===== src/hw/rtl/p2rgb_pkg.sv =====
// Shared types and constants for the palette to packed RGB converter.
// Used by the channel placement unit and the top level; no dependencies.
package p2rgb_pkg;

	// Field and store sizes that are fixed by the pixel format.
	localparam int unsigned MASK_W    = 32;
	localparam int unsigned CHAN_W    = 8;
	localparam int unsigned RGB_W     = 3 * CHAN_W;
	localparam int unsigned PAL_DEPTH = 256;
	localparam int unsigned PAL_AW    = 8;

	// Operation codes of an input item.
	typedef enum logic [1:0] {
		ACT_WRITE  = 2'd0,
		ACT_INDEX  = 2'd1,
		ACT_DIRECT = 2'd2
	} action_t;

	// Configuration register indexes.
	typedef enum logic [1:0] {
		REG_RED   = 2'd0,
		REG_GREEN = 2'd1,
		REG_BLUE  = 2'd2
	} cfg_reg_t;

	// Palette special indexes.
	localparam logic [PAL_AW-1:0] IDX_BLACK = 8'd0;
	localparam logic [PAL_AW-1:0] IDX_WHITE = 8'd255;

	// One palette entry: red in the top byte, blue in the bottom byte.
	typedef struct packed {
		logic [CHAN_W-1:0] r;
		logic [CHAN_W-1:0] g;
		logic [CHAN_W-1:0] b;
	} rgb_t;

endpackage


===== src/hw/rtl/p2rgb_chan.sv =====
// One color channel: mask analysis, scaling of an 8-bit value to the mask width,
// and placement into the packed word. Depends on p2rgb_pkg.
module p2rgb_chan (
	input  logic                          clk,
	input  logic                          adv,
	input  logic [p2rgb_pkg::MASK_W-1:0]  mask,
	input  logic [p2rgb_pkg::CHAN_W-1:0]  value,
	output logic [p2rgb_pkg::MASK_W-1:0]  placed
);

	logic [p2rgb_pkg::MASK_W-1:0] low1;
	logic [p2rgb_pkg::MASK_W-1:0] rev;
	logic [p2rgb_pkg::MASK_W-1:0] high1;
	logic [4:0]                   lo_idx;
	logic [4:0]                   rev_idx;
	logic [4:0]                   hi_idx;
	logic [5:0]                   wid;

	logic [4:0]                   sh_q;
	logic [2:0]                   bytes_q;
	logic [2:0]                   bits_q;

	logic [p2rgb_pkg::MASK_W-1:0] rep;
	logic [38:0]                  rep_sh;
	logic [14:0]                  frac_num;
	logic [15:0]                  frac_div;
	logic [p2rgb_pkg::MASK_W-1:0] scaled;
	logic [p2rgb_pkg::MASK_W-1:0] scaled_s2;

	// Find the lowest and highest set bits of the mask by isolating the lowest
	// one of the mask and of its bit reversal, then encoding those one-hot words.
	always_comb begin
		low1 = mask & (~mask + 32'd1);
		for (int i = 0; i < 32; i++) begin
			rev[i] = mask[31-i];
		end
		high1   = rev & (~rev + 32'd1);
		lo_idx  = 5'd0;
		rev_idx = 5'd0;
		for (int i = 0; i < 32; i++) begin
			if (low1[i]) begin
				lo_idx = lo_idx | 5'(i);
			end
			if (high1[i]) begin
				rev_idx = rev_idx | 5'(i);
			end
		end
		hi_idx = 5'd31 - rev_idx;
		wid    = 6'(hi_idx) - 6'(lo_idx) + 6'd1;
	end

	// The user must change the mask only while idle; the block does not enforce it.
	// Its shift and width are registered and split into whole bytes and leftover bits.
	always_ff @(posedge clk) begin
		sh_q    <= lo_idx;
		bytes_q <= wid[5:3];
		bits_q  <= wid[2:0];
	end

	// With width w = 8*a + b, v*(2^w-1)/255 equals v repeated a times, shifted
	// left by b, plus floor(v*(2^b-1)/255). The second term is below 2^b, so the
	// two parts are simply ORed. The small quotient uses the identity, exact for the
	// 15-bit numerator y, floor(y/255) = (y + (y >> 8) + 1) >> 8.
	always_comb begin
		for (int k = 0; k < 4; k++) begin
			rep[8*k +: 8] = (3'(k) < bytes_q) ? value : 8'd0;
		end
		rep_sh   = {7'd0, rep} << bits_q;
		frac_num = ({7'd0, value} << bits_q) - {7'd0, value};
		frac_div = {1'b0, frac_num} + {9'd0, frac_num[14:8]} + 16'd1;
		scaled   = rep_sh[31:0] | {25'd0, frac_div[14:8]};
	end

	// Scaled value register.
	always_ff @(posedge clk) begin
		if (adv) begin
			scaled_s2 <= scaled;
		end
	end

	// Shift into place and keep only the mask bits; a zero mask gives zero.
	assign placed = (scaled_s2 << sh_q) & mask;

endmodule


===== config.mk =====
export PLATFORM = sky130hd
export DESIGN_NAME = p2rgb_chan
export DESIGN_NICKNAME = d
export VERILOG_FILES = /design/src/hw/rtl/p2rgb_pkg.sv /design/src/hw/rtl/p2rgb_chan.sv
export SDC_FILE = /design/constraint.sdc
export NUM_CORES = 1
export LEC_CHECK = 0
export BUFFER_PORTS_ARGS = -buffer_cell sky130_fd_sc_hd__buf_4
export CAP_MARGIN = 20
export CORE_ASPECT_RATIO = 0.6
export CORE_MARGIN = 8
export CORE_UTILIZATION = 45
export CTS_CLUSTER_SIZE = 12
export DETAILED_ROUTE_END_ITERATION = 10
export HOLD_SLACK_MARGIN = 0.02
export PLACE_DENSITY_LB_ADDON = 0.08
export SLEW_MARGIN = 10
export SYNTH_ARGS = -nofsm -noshare
export SYNTH_HDL_FRONTEND = slang
export SYNTH_SLANG_ARGS = --single-unit

===== constraint.sdc =====
create_clock -name clk -period 11.2 [get_ports clk]
set_input_delay 1.68 -clock clk [delete_from_list [all_inputs] [get_ports clk]]
set_output_delay 1.68 -clock clk [all_outputs]
set_load 0.03 [all_outputs]

==> results of run 1 <==
==> cell usage in the layout (no fill, tap or decap), types with 17 or more instances in the layout <==
cell type and n:
a21oi_1 45, buf_4 79, edfxtp_1 32, ha_1 23, inv_1 30, mux2i_1 28
mux4_2 29, nand2_1 91, nor2_1 84, nor3_1 26, o21ai_0 37, o22ai_1 17
==> worst min-delay path, delay by kind of cell, from the launching register on <==
kind | cells | cell delay, ns
flip-flops | 1 | 0.34
AND/OR/NAND/NOR | 1 | 0.12
AO/OA/AOI/OAI | 1 | 0.08
==> per-layer routing <==
| layer | vias up | track usage | routed length [microns] |
|---|---|---|---|
| li1 | 2857 | - | - |
| met4 | 2 | 0.0319 | 199 |
| met2 | 426 | 0.322 | 8540 |
| met5 | - | 0 | 14 |
| met3 | 29 | 0.108 | 3530 |
| met1 | 3080 | 0.416 | 10800 |
==> area by class of cell <==
type / count / area, sq um / area share
well taps: 170 / 213 / 0.0318
inverters: 32 / 120 / 0.0180
multi-input cells: 618 / 4380 / 0.655
clock inverters: 3 / 67.6 / 0.0101
flip-flops and latches: 43 / 1180 / 0.177
clock buffers: 5 / 125 / 0.0187
repair buffers: 80 / 597 / 0.0893
==> cells by family (layout without fill, tap and decap cells) <==
group,after synthesis,count (layout),synth area share
AND/OR/NAND/NOR,325,325,0.276
adder cells (fa/ha/maj),25,25,0.0561
flip-flops,43,43,0.202
buffers and inverters,74,120,0.0492
XOR/XNOR,10,10,0.0150
multiplexers,71,71,0.188
AO/OA/AOI/OAI,187,187,0.213
==> path summary, 6_finish.rpt <==
path              endpoint  slack [ns]  cells past startpoint
max           scaled_s2[5]        4.01                     20
min          scaled_s2[28]        0.71                      2
max reg2reg   scaled_s2[5]        4.51                     19
min reg2reg  scaled_s2[28]        0.71                      2
==> flip-flops by register name, summed over array words and instances, names as in the netlist <==
name       count
bytes_q        3
sh_q           5
bits_q         3
scaled_s2     32
==> power by group through the flow <==
stage	sequential, mW	clock (mW)	combinational, mW
6_report	0.259	0.189	0.655
3_5_place_dp	0.261	0	0.626
2_1_floorplan	0.239	0	0.436
4_1_cts	0.257	0.189	0.629
5_1_grt	0.264	0.198	0.696
3_3_place_gp	0.259	0	0.617
==> per-stage QoR <==
| step | hold slack (ns) | instances | cell area [sq um] | setup slack, ns | power (mW) |
|---|---|---|---|---|---|
| detailed placement | 0.702 | 943 | 6490 | 4.00 | 0.887 |
| finish | 0.714 | 951 | 6680 | 4.01 | 1.10 |
| CTS | 0.703 | 951 | 6680 | 4.27 | 1.08 |
| global route | 0.757 | 951 | 6680 | 3.69 | 1.16 |
| floorplan | 0.585 | 735 | 5850 | 5.13 | 0.675 |
| global placement | 0.681 | 942 | 6490 | 4.29 | 0.876 |
==> results.sh, run 1 <==
export IMPL_grt_pass1_wl_microns=35200
export IMPL_cts_tree="built"
export IMPL_yosysTopAreaCell="edfxtp_1"
export IMPL_path_cells="buf_4 > mux2_2 > o21ai_0 > nor2_1 > a21oi_1 > inv_1 > ha_1 > a2111oi_0 > o21ai_0 > a211oi_2 > a21boi_0 > o31ai_1 > ha_1 > a21o_1 > a211oi_1 > a21oi_1 > nand4_1 > a2111oi_4 > o211a_1 > o21ai_1"
export IMPL_cts_resized=0
export IMPL_maxCapViolations=0
export IMPL_leakage_nw=2.71
export IMPL_drv_slew=0
export IMPL_root_buffer="clkbuf_16"
export IMPL_syn_nets=802
export IMPL_die_y_microns=104
export IMPL_ir_worst_vdd_mv=0.0953
export IMPL_cp_max_fo=6
export IMPL_layout_min_cycle_time_ns=7.19
export IMPL_fin_nets=847
export IMPL_drive_gt1_frac=0.187
export IMPL_fin_crit_sh=0.642
export IMPL_seq_area_frac_synth=0.202
export IMPL_yosys_cell_count_top_type="nand2_1"
export IMPL_dieArea_sq_mm=0.0170
export IMPL_overflow=0
export IMPL_dp_hpwl_microns=18900
export IMPL_skew_ns=0.00567
export IMPL_yosys_warnings=0
export IMPL_post_cts_setup_buffer_count=0
export IMPL_via_per_inst=6.72
export IMPL_startpoint_type="input port"
export IMPL_num_vias=6394
export IMPL_path_delay_family="compound AO/OA/AOI/OAI gates"
export IMPL_seqPwrFrac=0.235
export IMPL_criticalPathCategory="input port to flop"
export IMPL_start_util=0.458
export IMPL_cts_made_buffers=5
export IMPL_yosysTopAreaCellShare=0.164
export IMPL_finalSetupTns_ns=0
export IMPL_routedWlPerCell_microns=24.3
export IMPL_slew_headroom=0.357
export IMPL_antenna_found_initial=2
export IMPL_drtIter0Drc=1011
export IMPL_gp_congestion=1.02
export IMPL_io_buffers=73
export IMPL_timing_rr_start="bits_q[0]"
export IMPL_async_reset_ff_frac=0
export IMPL_switching_share=0.458
export IMPL_clk_pin_slew_worst_paths_ns=0.06
export IMPL_area_growth_syn_to_layout_pct=14.3
export IMPL_syn_area_sq_mm=0.00585
export IMPL_io_pins=74
export IMPL_ys_types=72
export IMPL_h_tree_depth=2
export IMPL_cp_end_kind="flop"
export IMPL_status="finished clean"
export IMPL_setup_viol=0
export IMPL_ys_ff_latch=43
export IMPL_post_route_util=0.523
export IMPL_drc_errors=0
export IMPL_grt_max_degree=37
export IMPL_synth_main_ff_cell="edfxtp_1"
export IMPL_worstHoldStart="bytes_q[2]"
export IMPL_worstMarginPinSlew_ns=0.965
export IMPL_synth_commonest_cells="nand2_1, nor2_1, a21oi_1"
export IMPL_clockBufferDepth=2
export IMPL_synth_avg_cell_area_sq_um=7.95
export IMPL_n_antenna_cell=0
export IMPL_synth_edf_count=32
export IMPL_combPwrFrac=0.594
export IMPL_cts_hold_buf=0
export IMPL_p_per_area_mw_per_mm2=165
export IMPL_core_sq_mm=0.0128
export IMPL_hp_class="flop to flop"
export IMPL_ant_nets=0
export IMPL_slowest_stage="o31ai_1"
export IMPL_fmax_mhz=139
export IMPL_wl_microns=23100
export IMPL_arrival_ns=7.20
export IMPL_grt_usage=0.264
export IMPL_power_switching_mw=0.505
export IMPL_synth_area_top_cells="edfxtp_1, mux4_2, nand2_1, nor2_1, ha_1"
export IMPL_rsz0062_at_grt="no"
export IMPL_cts_sinks=43
export IMPL_hold_violations=0
export IMPL_p_clk_frac=0.171
export IMPL_p_int_mw=0.598
export IMPL_clock_latency_ns=0.29
export IMPL_max_stage_delay_ns=0.70
export IMPL_dr_pass1_iters=6
export IMPL_final_fill_count=1242
export IMPL_path_buf_inv=2
export IMPL_grt_pass1_vias=5902
export IMPL_die_w_microns=163
export IMPL_worstPathRequired_ns=11.21
export IMPL_core_rowCount=32
export IMPL_synth_cells=735
export IMPL_cp_startpoint="value[3]"
Power figures use the tool's default switching activity.
==> inputs of run 2 (changes only) <==
Clock period 11.2 ns to 7.5 ns, I/O delays scaled along.
==> run 2 against run 1 <==
  * Clock skew rose by 0.0013 ns
  * Combinational power rose by 48%
  * Utilization did not move
  * Wire length fell by 1.0%
  * Worst setup slack got worse by 3.0 ns
  * Final cell count did not move
  * Via count fell by 0.41%
  * Register-to-register slack got worse by 3.5 ns
  * Largest cell class unchanged
  * Largest power group unchanged
==> results.sh, run 2 (synthesis results as in run 1) <==
export IMPL_post_cts_setup_buffer_count=0
export IMPL_dp_worst_setup_slack_ns=0.974
export IMPL_layout_min_cycle_time_ns=6.44
export IMPL_die_y_microns=104
export IMPL_cts_made_buffers=5
export IMPL_clockBufferDepth=2
export IMPL_routedWlPerCell_microns=24.1
export IMPL_grt_busiest_layer="met1"
export IMPL_cp_end_kind="flop"
export IMPL_gp_congestion=1.01
export IMPL_finalNonFillerCells=951
export IMPL_timing_rr_start="bits_q[0]"
export IMPL_drc_errors=0
export IMPL_gr_usage_met3=0.115
export IMPL_via_per_inst=6.70
export IMPL_maxCapViolations=0
export IMPL_fin_crit_sh=0.859
export IMPL_worstHoldStart="bytes_q[2]"
export IMPL_postLayoutCellArea_sq_mm=0.00668
export IMPL_dr_pass1_iters=6
export IMPL_drive_gt1_frac=0.187
export IMPL_arrival_ns=6.45
export IMPL_grt_use_met1=0.414
export IMPL_placed_cell_area_sq_mm=0.00649
export IMPL_skew_ns=0.00698
export IMPL_cts_sinks=43
export IMPL_dp_cells=943
export IMPL_clk_pin_slew_worst_paths_ns=0.06
export IMPL_drtIter0Drc=941
export IMPL_drv_slew=0
export IMPL_rsz0062_at_grt="no"
export IMPL_root_buffer="clkbuf_16"
export IMPL_p_per_area_mw_per_mm2=245
export IMPL_grt_usage=0.265
export IMPL_core_sq_mm=0.0128
export IMPL_ant_nets=0
export IMPL_antenna_found_initial=0
export IMPL_final_cell_mix="nand2_1, nor2_1, buf_4"
export IMPL_hold_violations=0
export IMPL_final_common_cell="nand2_1"
export IMPL_grt_pass1_wl_microns=35400
export IMPL_status="finished clean"
export IMPL_overflow=0
export IMPL_cp_startpoint="bits_q[0]"
export IMPL_startpoint_type="flop"
export IMPL_setup_viol=0
export IMPL_area_growth_syn_to_layout_pct=14.3
export IMPL_fin_nets=847
export IMPL_cts_resized=0
export IMPL_h_tree_depth=2
export IMPL_finalSetupTns_ns=0
export IMPL_ir_worst_vdd_mv=0.159
export IMPL_fmax_mhz=155
export IMPL_timing_final_ws_setup_ns=1.06
export IMPL_start_util=0.458
export IMPL_io_buffers=73
export IMPL_grt_pass1_vias=6059
export IMPL_cts_hold_buf=0
export IMPL_criticalPathCategory="flop to flop"
export IMPL_dieArea_sq_mm=0.0170
export IMPL_worstMarginPinSlew_ns=0.976
export IMPL_total_power_mw=1.64
export IMPL_cp_max_fo=19
export IMPL_worstPathRequired_ns=7.51
export IMPL_grt_use_met2=0.328
export IMPL_largest_reg_flops=32
export IMPL_clock_latency_ns=0.28
export IMPL_largest_registers="scaled_s2: 32 flops, sh_q: 5 flops"
export IMPL_post_route_util=0.523
export IMPL_hold_ws_ns=0.700
export IMPL_hp_class="flop to flop"
export IMPL_grt_max_degree=37
export IMPL_num_vias=6368
export IMPL_leakage_nw=2.71
export IMPL_dp_hpwl_microns=18800
export IMPL_final_fill_count=1207
export IMPL_core_rowCount=32
export IMPL_ff2ff_setup_slack_ns=1.06
export IMPL_wl_microns=22900
export IMPL_slew_headroom=0.350
export IMPL_die_w_microns=163
export IMPL_top_register="scaled_s2"
export IMPL_cts_tree="built"
export IMPL_io_pins=74
export IMPL_n_antenna_cell=0
[run 2: cell counts in the layout (fill, tap and decap cells not counted)]
Identical to the previous run, type by type.
[run 2: critical path, stage by stage (launching register included)]
cell and delay (ns):
dfxtp_1 0.85, mux2_2 0.42, o21ai_0 0.33, nor2_1 0.07
a21oi_1 0.36, inv_1 0.09, ha_1 0.34, a2111oi_0 0.39
o21ai_0 0.27, a211oi_2 0.48, a21boi_0 0.16, o31ai_1 0.63
ha_1 0.37, a21o_1 0.19, a211oi_1 0.36, a21oi_1 0.16
nand4_1 0.24, a2111oi_4 0.10, a211oi_1 0.28, o21ai_1 0.10
[run 2: path summary, 6_finish.rpt]
| check | to | cells after the start |
|---|---|---|
| setup / recovery | scaled_s2[5] | 19 |
| hold / removal | scaled_s2[28] | 2 |
| setup reg to reg | scaled_s2[5] | 19 |
| hold reg to reg | scaled_s2[28] | 2 |
[run 2: area by class of cell]
class / count / area, sq um / share of cell area
Multi-Input combinational cell: 618 / 4380 / 0.655
Sequential cell: 43 / 1180 / 0.177
Timing Repair Buffer: 80 / 597 / 0.0893
Tap cell: 170 / 213 / 0.0318
Clock buffer: 5 / 125 / 0.0187
Inverter: 32 / 120 / 0.0180
Clock inverter: 3 / 67.6 / 0.0101
[run 2: per-layer routing]
metal | part of all wire | vias to the layer above
met5 | 0 | -
met4 | 0.0015 | 0
met3 | 0.14 | 8
met2 | 0.37 | 418
met1 | 0.49 | 3073
li1 | - | 2869
[run 2: power by group]
group          internal [mW]  switching (mW)  leakage [nW]
clock network          0.191          0.0879        0.0900
logic                  0.372           0.597          2.21
registers              0.329          0.0606         0.413
total                  0.892           0.746          2.71
==> inputs of run 3 (changes only) <==
Settings changed: PLACE_DENSITY from default to 0.7, PLACE_DENSITY_LB_ADDON 0.08 to default, SKIP_CTS_REPAIR_TIMING from default to 1.
==> run 3 against run 2 <==
  * First-iteration DRC count decreased by 7.2%
  * Global-route usage is 0.95 points lower
  * Cell area decreased by 0.60%
  * Clock skew decreased by 0.0023 ns
  * Utilization shrank 0.31 points
  * Final cell count decreased by 0.21%
  * Sequential power about the same
  * Register-to-register slack worse by 0.05 ns
  * Hold slack improved by 0.093 ns
  * Highest routed layer is now met5
==> results.sh, run 3 (synthesis results as in run 1) <==
export IMPL_switching_share=0.462
export IMPL_via_per_inst=6.72
export IMPL_num_vias=6375
export IMPL_dr_pass1_iters=7
export IMPL_p_clk_frac=0.153
export IMPL_cp_end_kind="flop"
export IMPL_gp_congestion=0.979
export IMPL_r2r_cells=19
export IMPL_dp_worst_setup_slack_ns=0.989
export IMPL_grt_pass1_wl_microns=34000
export IMPL_clk_pin_slew_worst_paths_ns=0.06
export IMPL_cts_sinks=43
export IMPL_fin_crit_sh=0.866
export IMPL_status="finished clean"
export IMPL_timing_final_ws_setup_ns=1.01
export IMPL_grt_max_degree=37
export IMPL_hp_class="flop to flop"
export IMPL_startpoint_type="flop"
export IMPL_largest_reg_flops=32
export IMPL_drtIter0Drc=873
export IMPL_top_register="scaled_s2"
export IMPL_worstHoldStart="bits_q[2]"
export IMPL_total_power_mw=1.59
export IMPL_h_tree_depth=2
export IMPL_whs_path_depth=2
export IMPL_maxCapViolations=0
export IMPL_seqPwrFrac=0.244
export IMPL_p_per_area_mw_per_mm2=239
export IMPL_final_common_cell="nand2_1"
export IMPL_skew_ns=0.00466
export IMPL_n_antenna_cell=0
export IMPL_p_int_mw=0.853
export IMPL_combPwrFrac=0.603
export IMPL_worstMarginPinSlew_ns=1.07
export IMPL_placed_cell_area_sq_mm=0.00648
export IMPL_drv_slew=0
export IMPL_postLayoutCellArea_sq_mm=0.00664
export IMPL_ant_nets=0
export IMPL_timing_rr_start="bits_q[0]"
export IMPL_start_util=0.458
export IMPL_rsz0062_at_grt="no"
export IMPL_antenna_found_initial=1
export IMPL_largest_registers="scaled_s2: 32 flops, sh_q: 5 flops"
export IMPL_drc_errors=0
export IMPL_finalSetupTns_ns=0
export IMPL_root_buffer="clkbuf_16"
export IMPL_dp_hpwl_microns=18400
export IMPL_cts_made_buffers=5
export IMPL_core_rowCount=32
export IMPL_cts_tree="built"
export IMPL_worstPathRequired_ns=7.63
export IMPL_power_switching_mw=0.732
export IMPL_hold_violations=0
export IMPL_io_pins=74
export IMPL_dieArea_sq_mm=0.0170
export IMPL_leakage_nw=2.70
export IMPL_wl_microns=22500
export IMPL_fin_nets=845
export IMPL_clock_latency_ns=0.29
export IMPL_routedWlPerCell_microns=23.8
export IMPL_core_sq_mm=0.0128
export IMPL_final_cell_mix="nand2_1, nor2_1, buf_4"
export IMPL_hold_end="scaled_s2[12]"
export IMPL_ir_worst_vdd_mv=0.174
export IMPL_slew_headroom=0.275
export IMPL_drive_gt1_frac=0.185
export IMPL_cp_max_fo=19
export IMPL_arrival_ns=6.63
export IMPL_grt_usage=0.255
export IMPL_io_buffers=73
export IMPL_criticalPathCategory="flop to flop"
export IMPL_setup_viol=0
export IMPL_layout_min_cycle_time_ns=6.49
export IMPL_clockBufferDepth=2
export IMPL_area_growth_syn_to_layout_pct=13.6
export IMPL_die_w_microns=163
export IMPL_dp_cells=941
export IMPL_finalNonFillerCells=949
export IMPL_grt_pass1_vias=5861
export IMPL_reg2reg_to="scaled_s2[6]"
export IMPL_ff2ff_setup_slack_ns=1.01
export IMPL_overflow=0
export IMPL_fmax_mhz=154
export IMPL_die_y_microns=104
run 3: cell count changes in the layout (fill, tap and decap cells not counted), sizes merged:
cell	before	now
bufinv	2	1
clkinvlp	1	0
clkinv	0	2
buf	80	78
run 3: layout make-up:
cell class,count,area (sq um)
Multi-Input combinational cell,618,4380
Sequential cell,43,1180
Timing Repair Buffer,78,586
Inverter,32,120
Clock inverter,3,38.8
Fill cell,1220,6130
Clock buffer,5,125
Tap cell,170,213
run 3: worst max-delay path by stage:
stage,startpoint,endpoint,slack (ns),depth (start not counted)
finish,bits_q[0],scaled_s2[6],1.01,19
global route,bits_q[0],scaled_s2[6],0.35,19
CTS,bits_q[0],scaled_s2[6],1.19,19
detailed placement,value[3],scaled_s2[5],0.99,20
global placement,value[3],scaled_s2[5],1.28,20
floorplan,value[4],scaled_s2[5],1.98,17
run 3: worst max-delay path, cell delays in order, from the launching register on:
cell       delay (ns)
dfxtp_1          0.85
mux2_2           0.43
o21ai_0          0.27
nor2_1           0.07
a21oi_1          0.47
inv_1            0.10
ha_1             0.34
a2111oi_0        0.38
o21ai_0          0.25
a211oi_2         0.45
a21boi_0         0.15
o31ai_1          0.68
ha_1             0.27
a21o_1           0.12
a211oi_1         0.09
a21oi_1          0.17
nand4_1          0.25
a2111oi_4        0.51
o211a_1          0.26
mux2i_1          0.21
run 3: through the flow:
| step | utilization | hold WS [ns] |
|---|---|---|
| 6_report | 0.520 | 0.793 |
| 5_1_grt | 0.520 | 0.823 |
| 4_1_cts | 0.520 | 0.766 |
| 3_5_place_dp | 0.507 | 0.752 |
| 3_3_place_gp | 0.507 | 0.784 |
| 2_1_floorplan | - | 0.585 |
run 3: routing by layer:
metal,track usage,vias up,routed length [microns]
li1,-,2869,-
met1,0.385,3013,10300
met2,0.317,470,8310
met3,0.129,21,3850
met4,0.0261,2,118
met5,0,-,17
run 3: power by group through the flow:
stage / Clock (mW) / Sequential [mW] / Combinational (mW)
5_1_grt: 0.258 / 0.394 / 1.02
2_1_floorplan: 0 / 0.357 / 0.651
3_5_place_dp: 0 / 0.390 / 0.915
6_report: 0.243 / 0.387 / 0.956
4_1_cts: 0.247 / 0.386 / 0.919
3_3_place_gp: 0 / 0.385 / 0.905
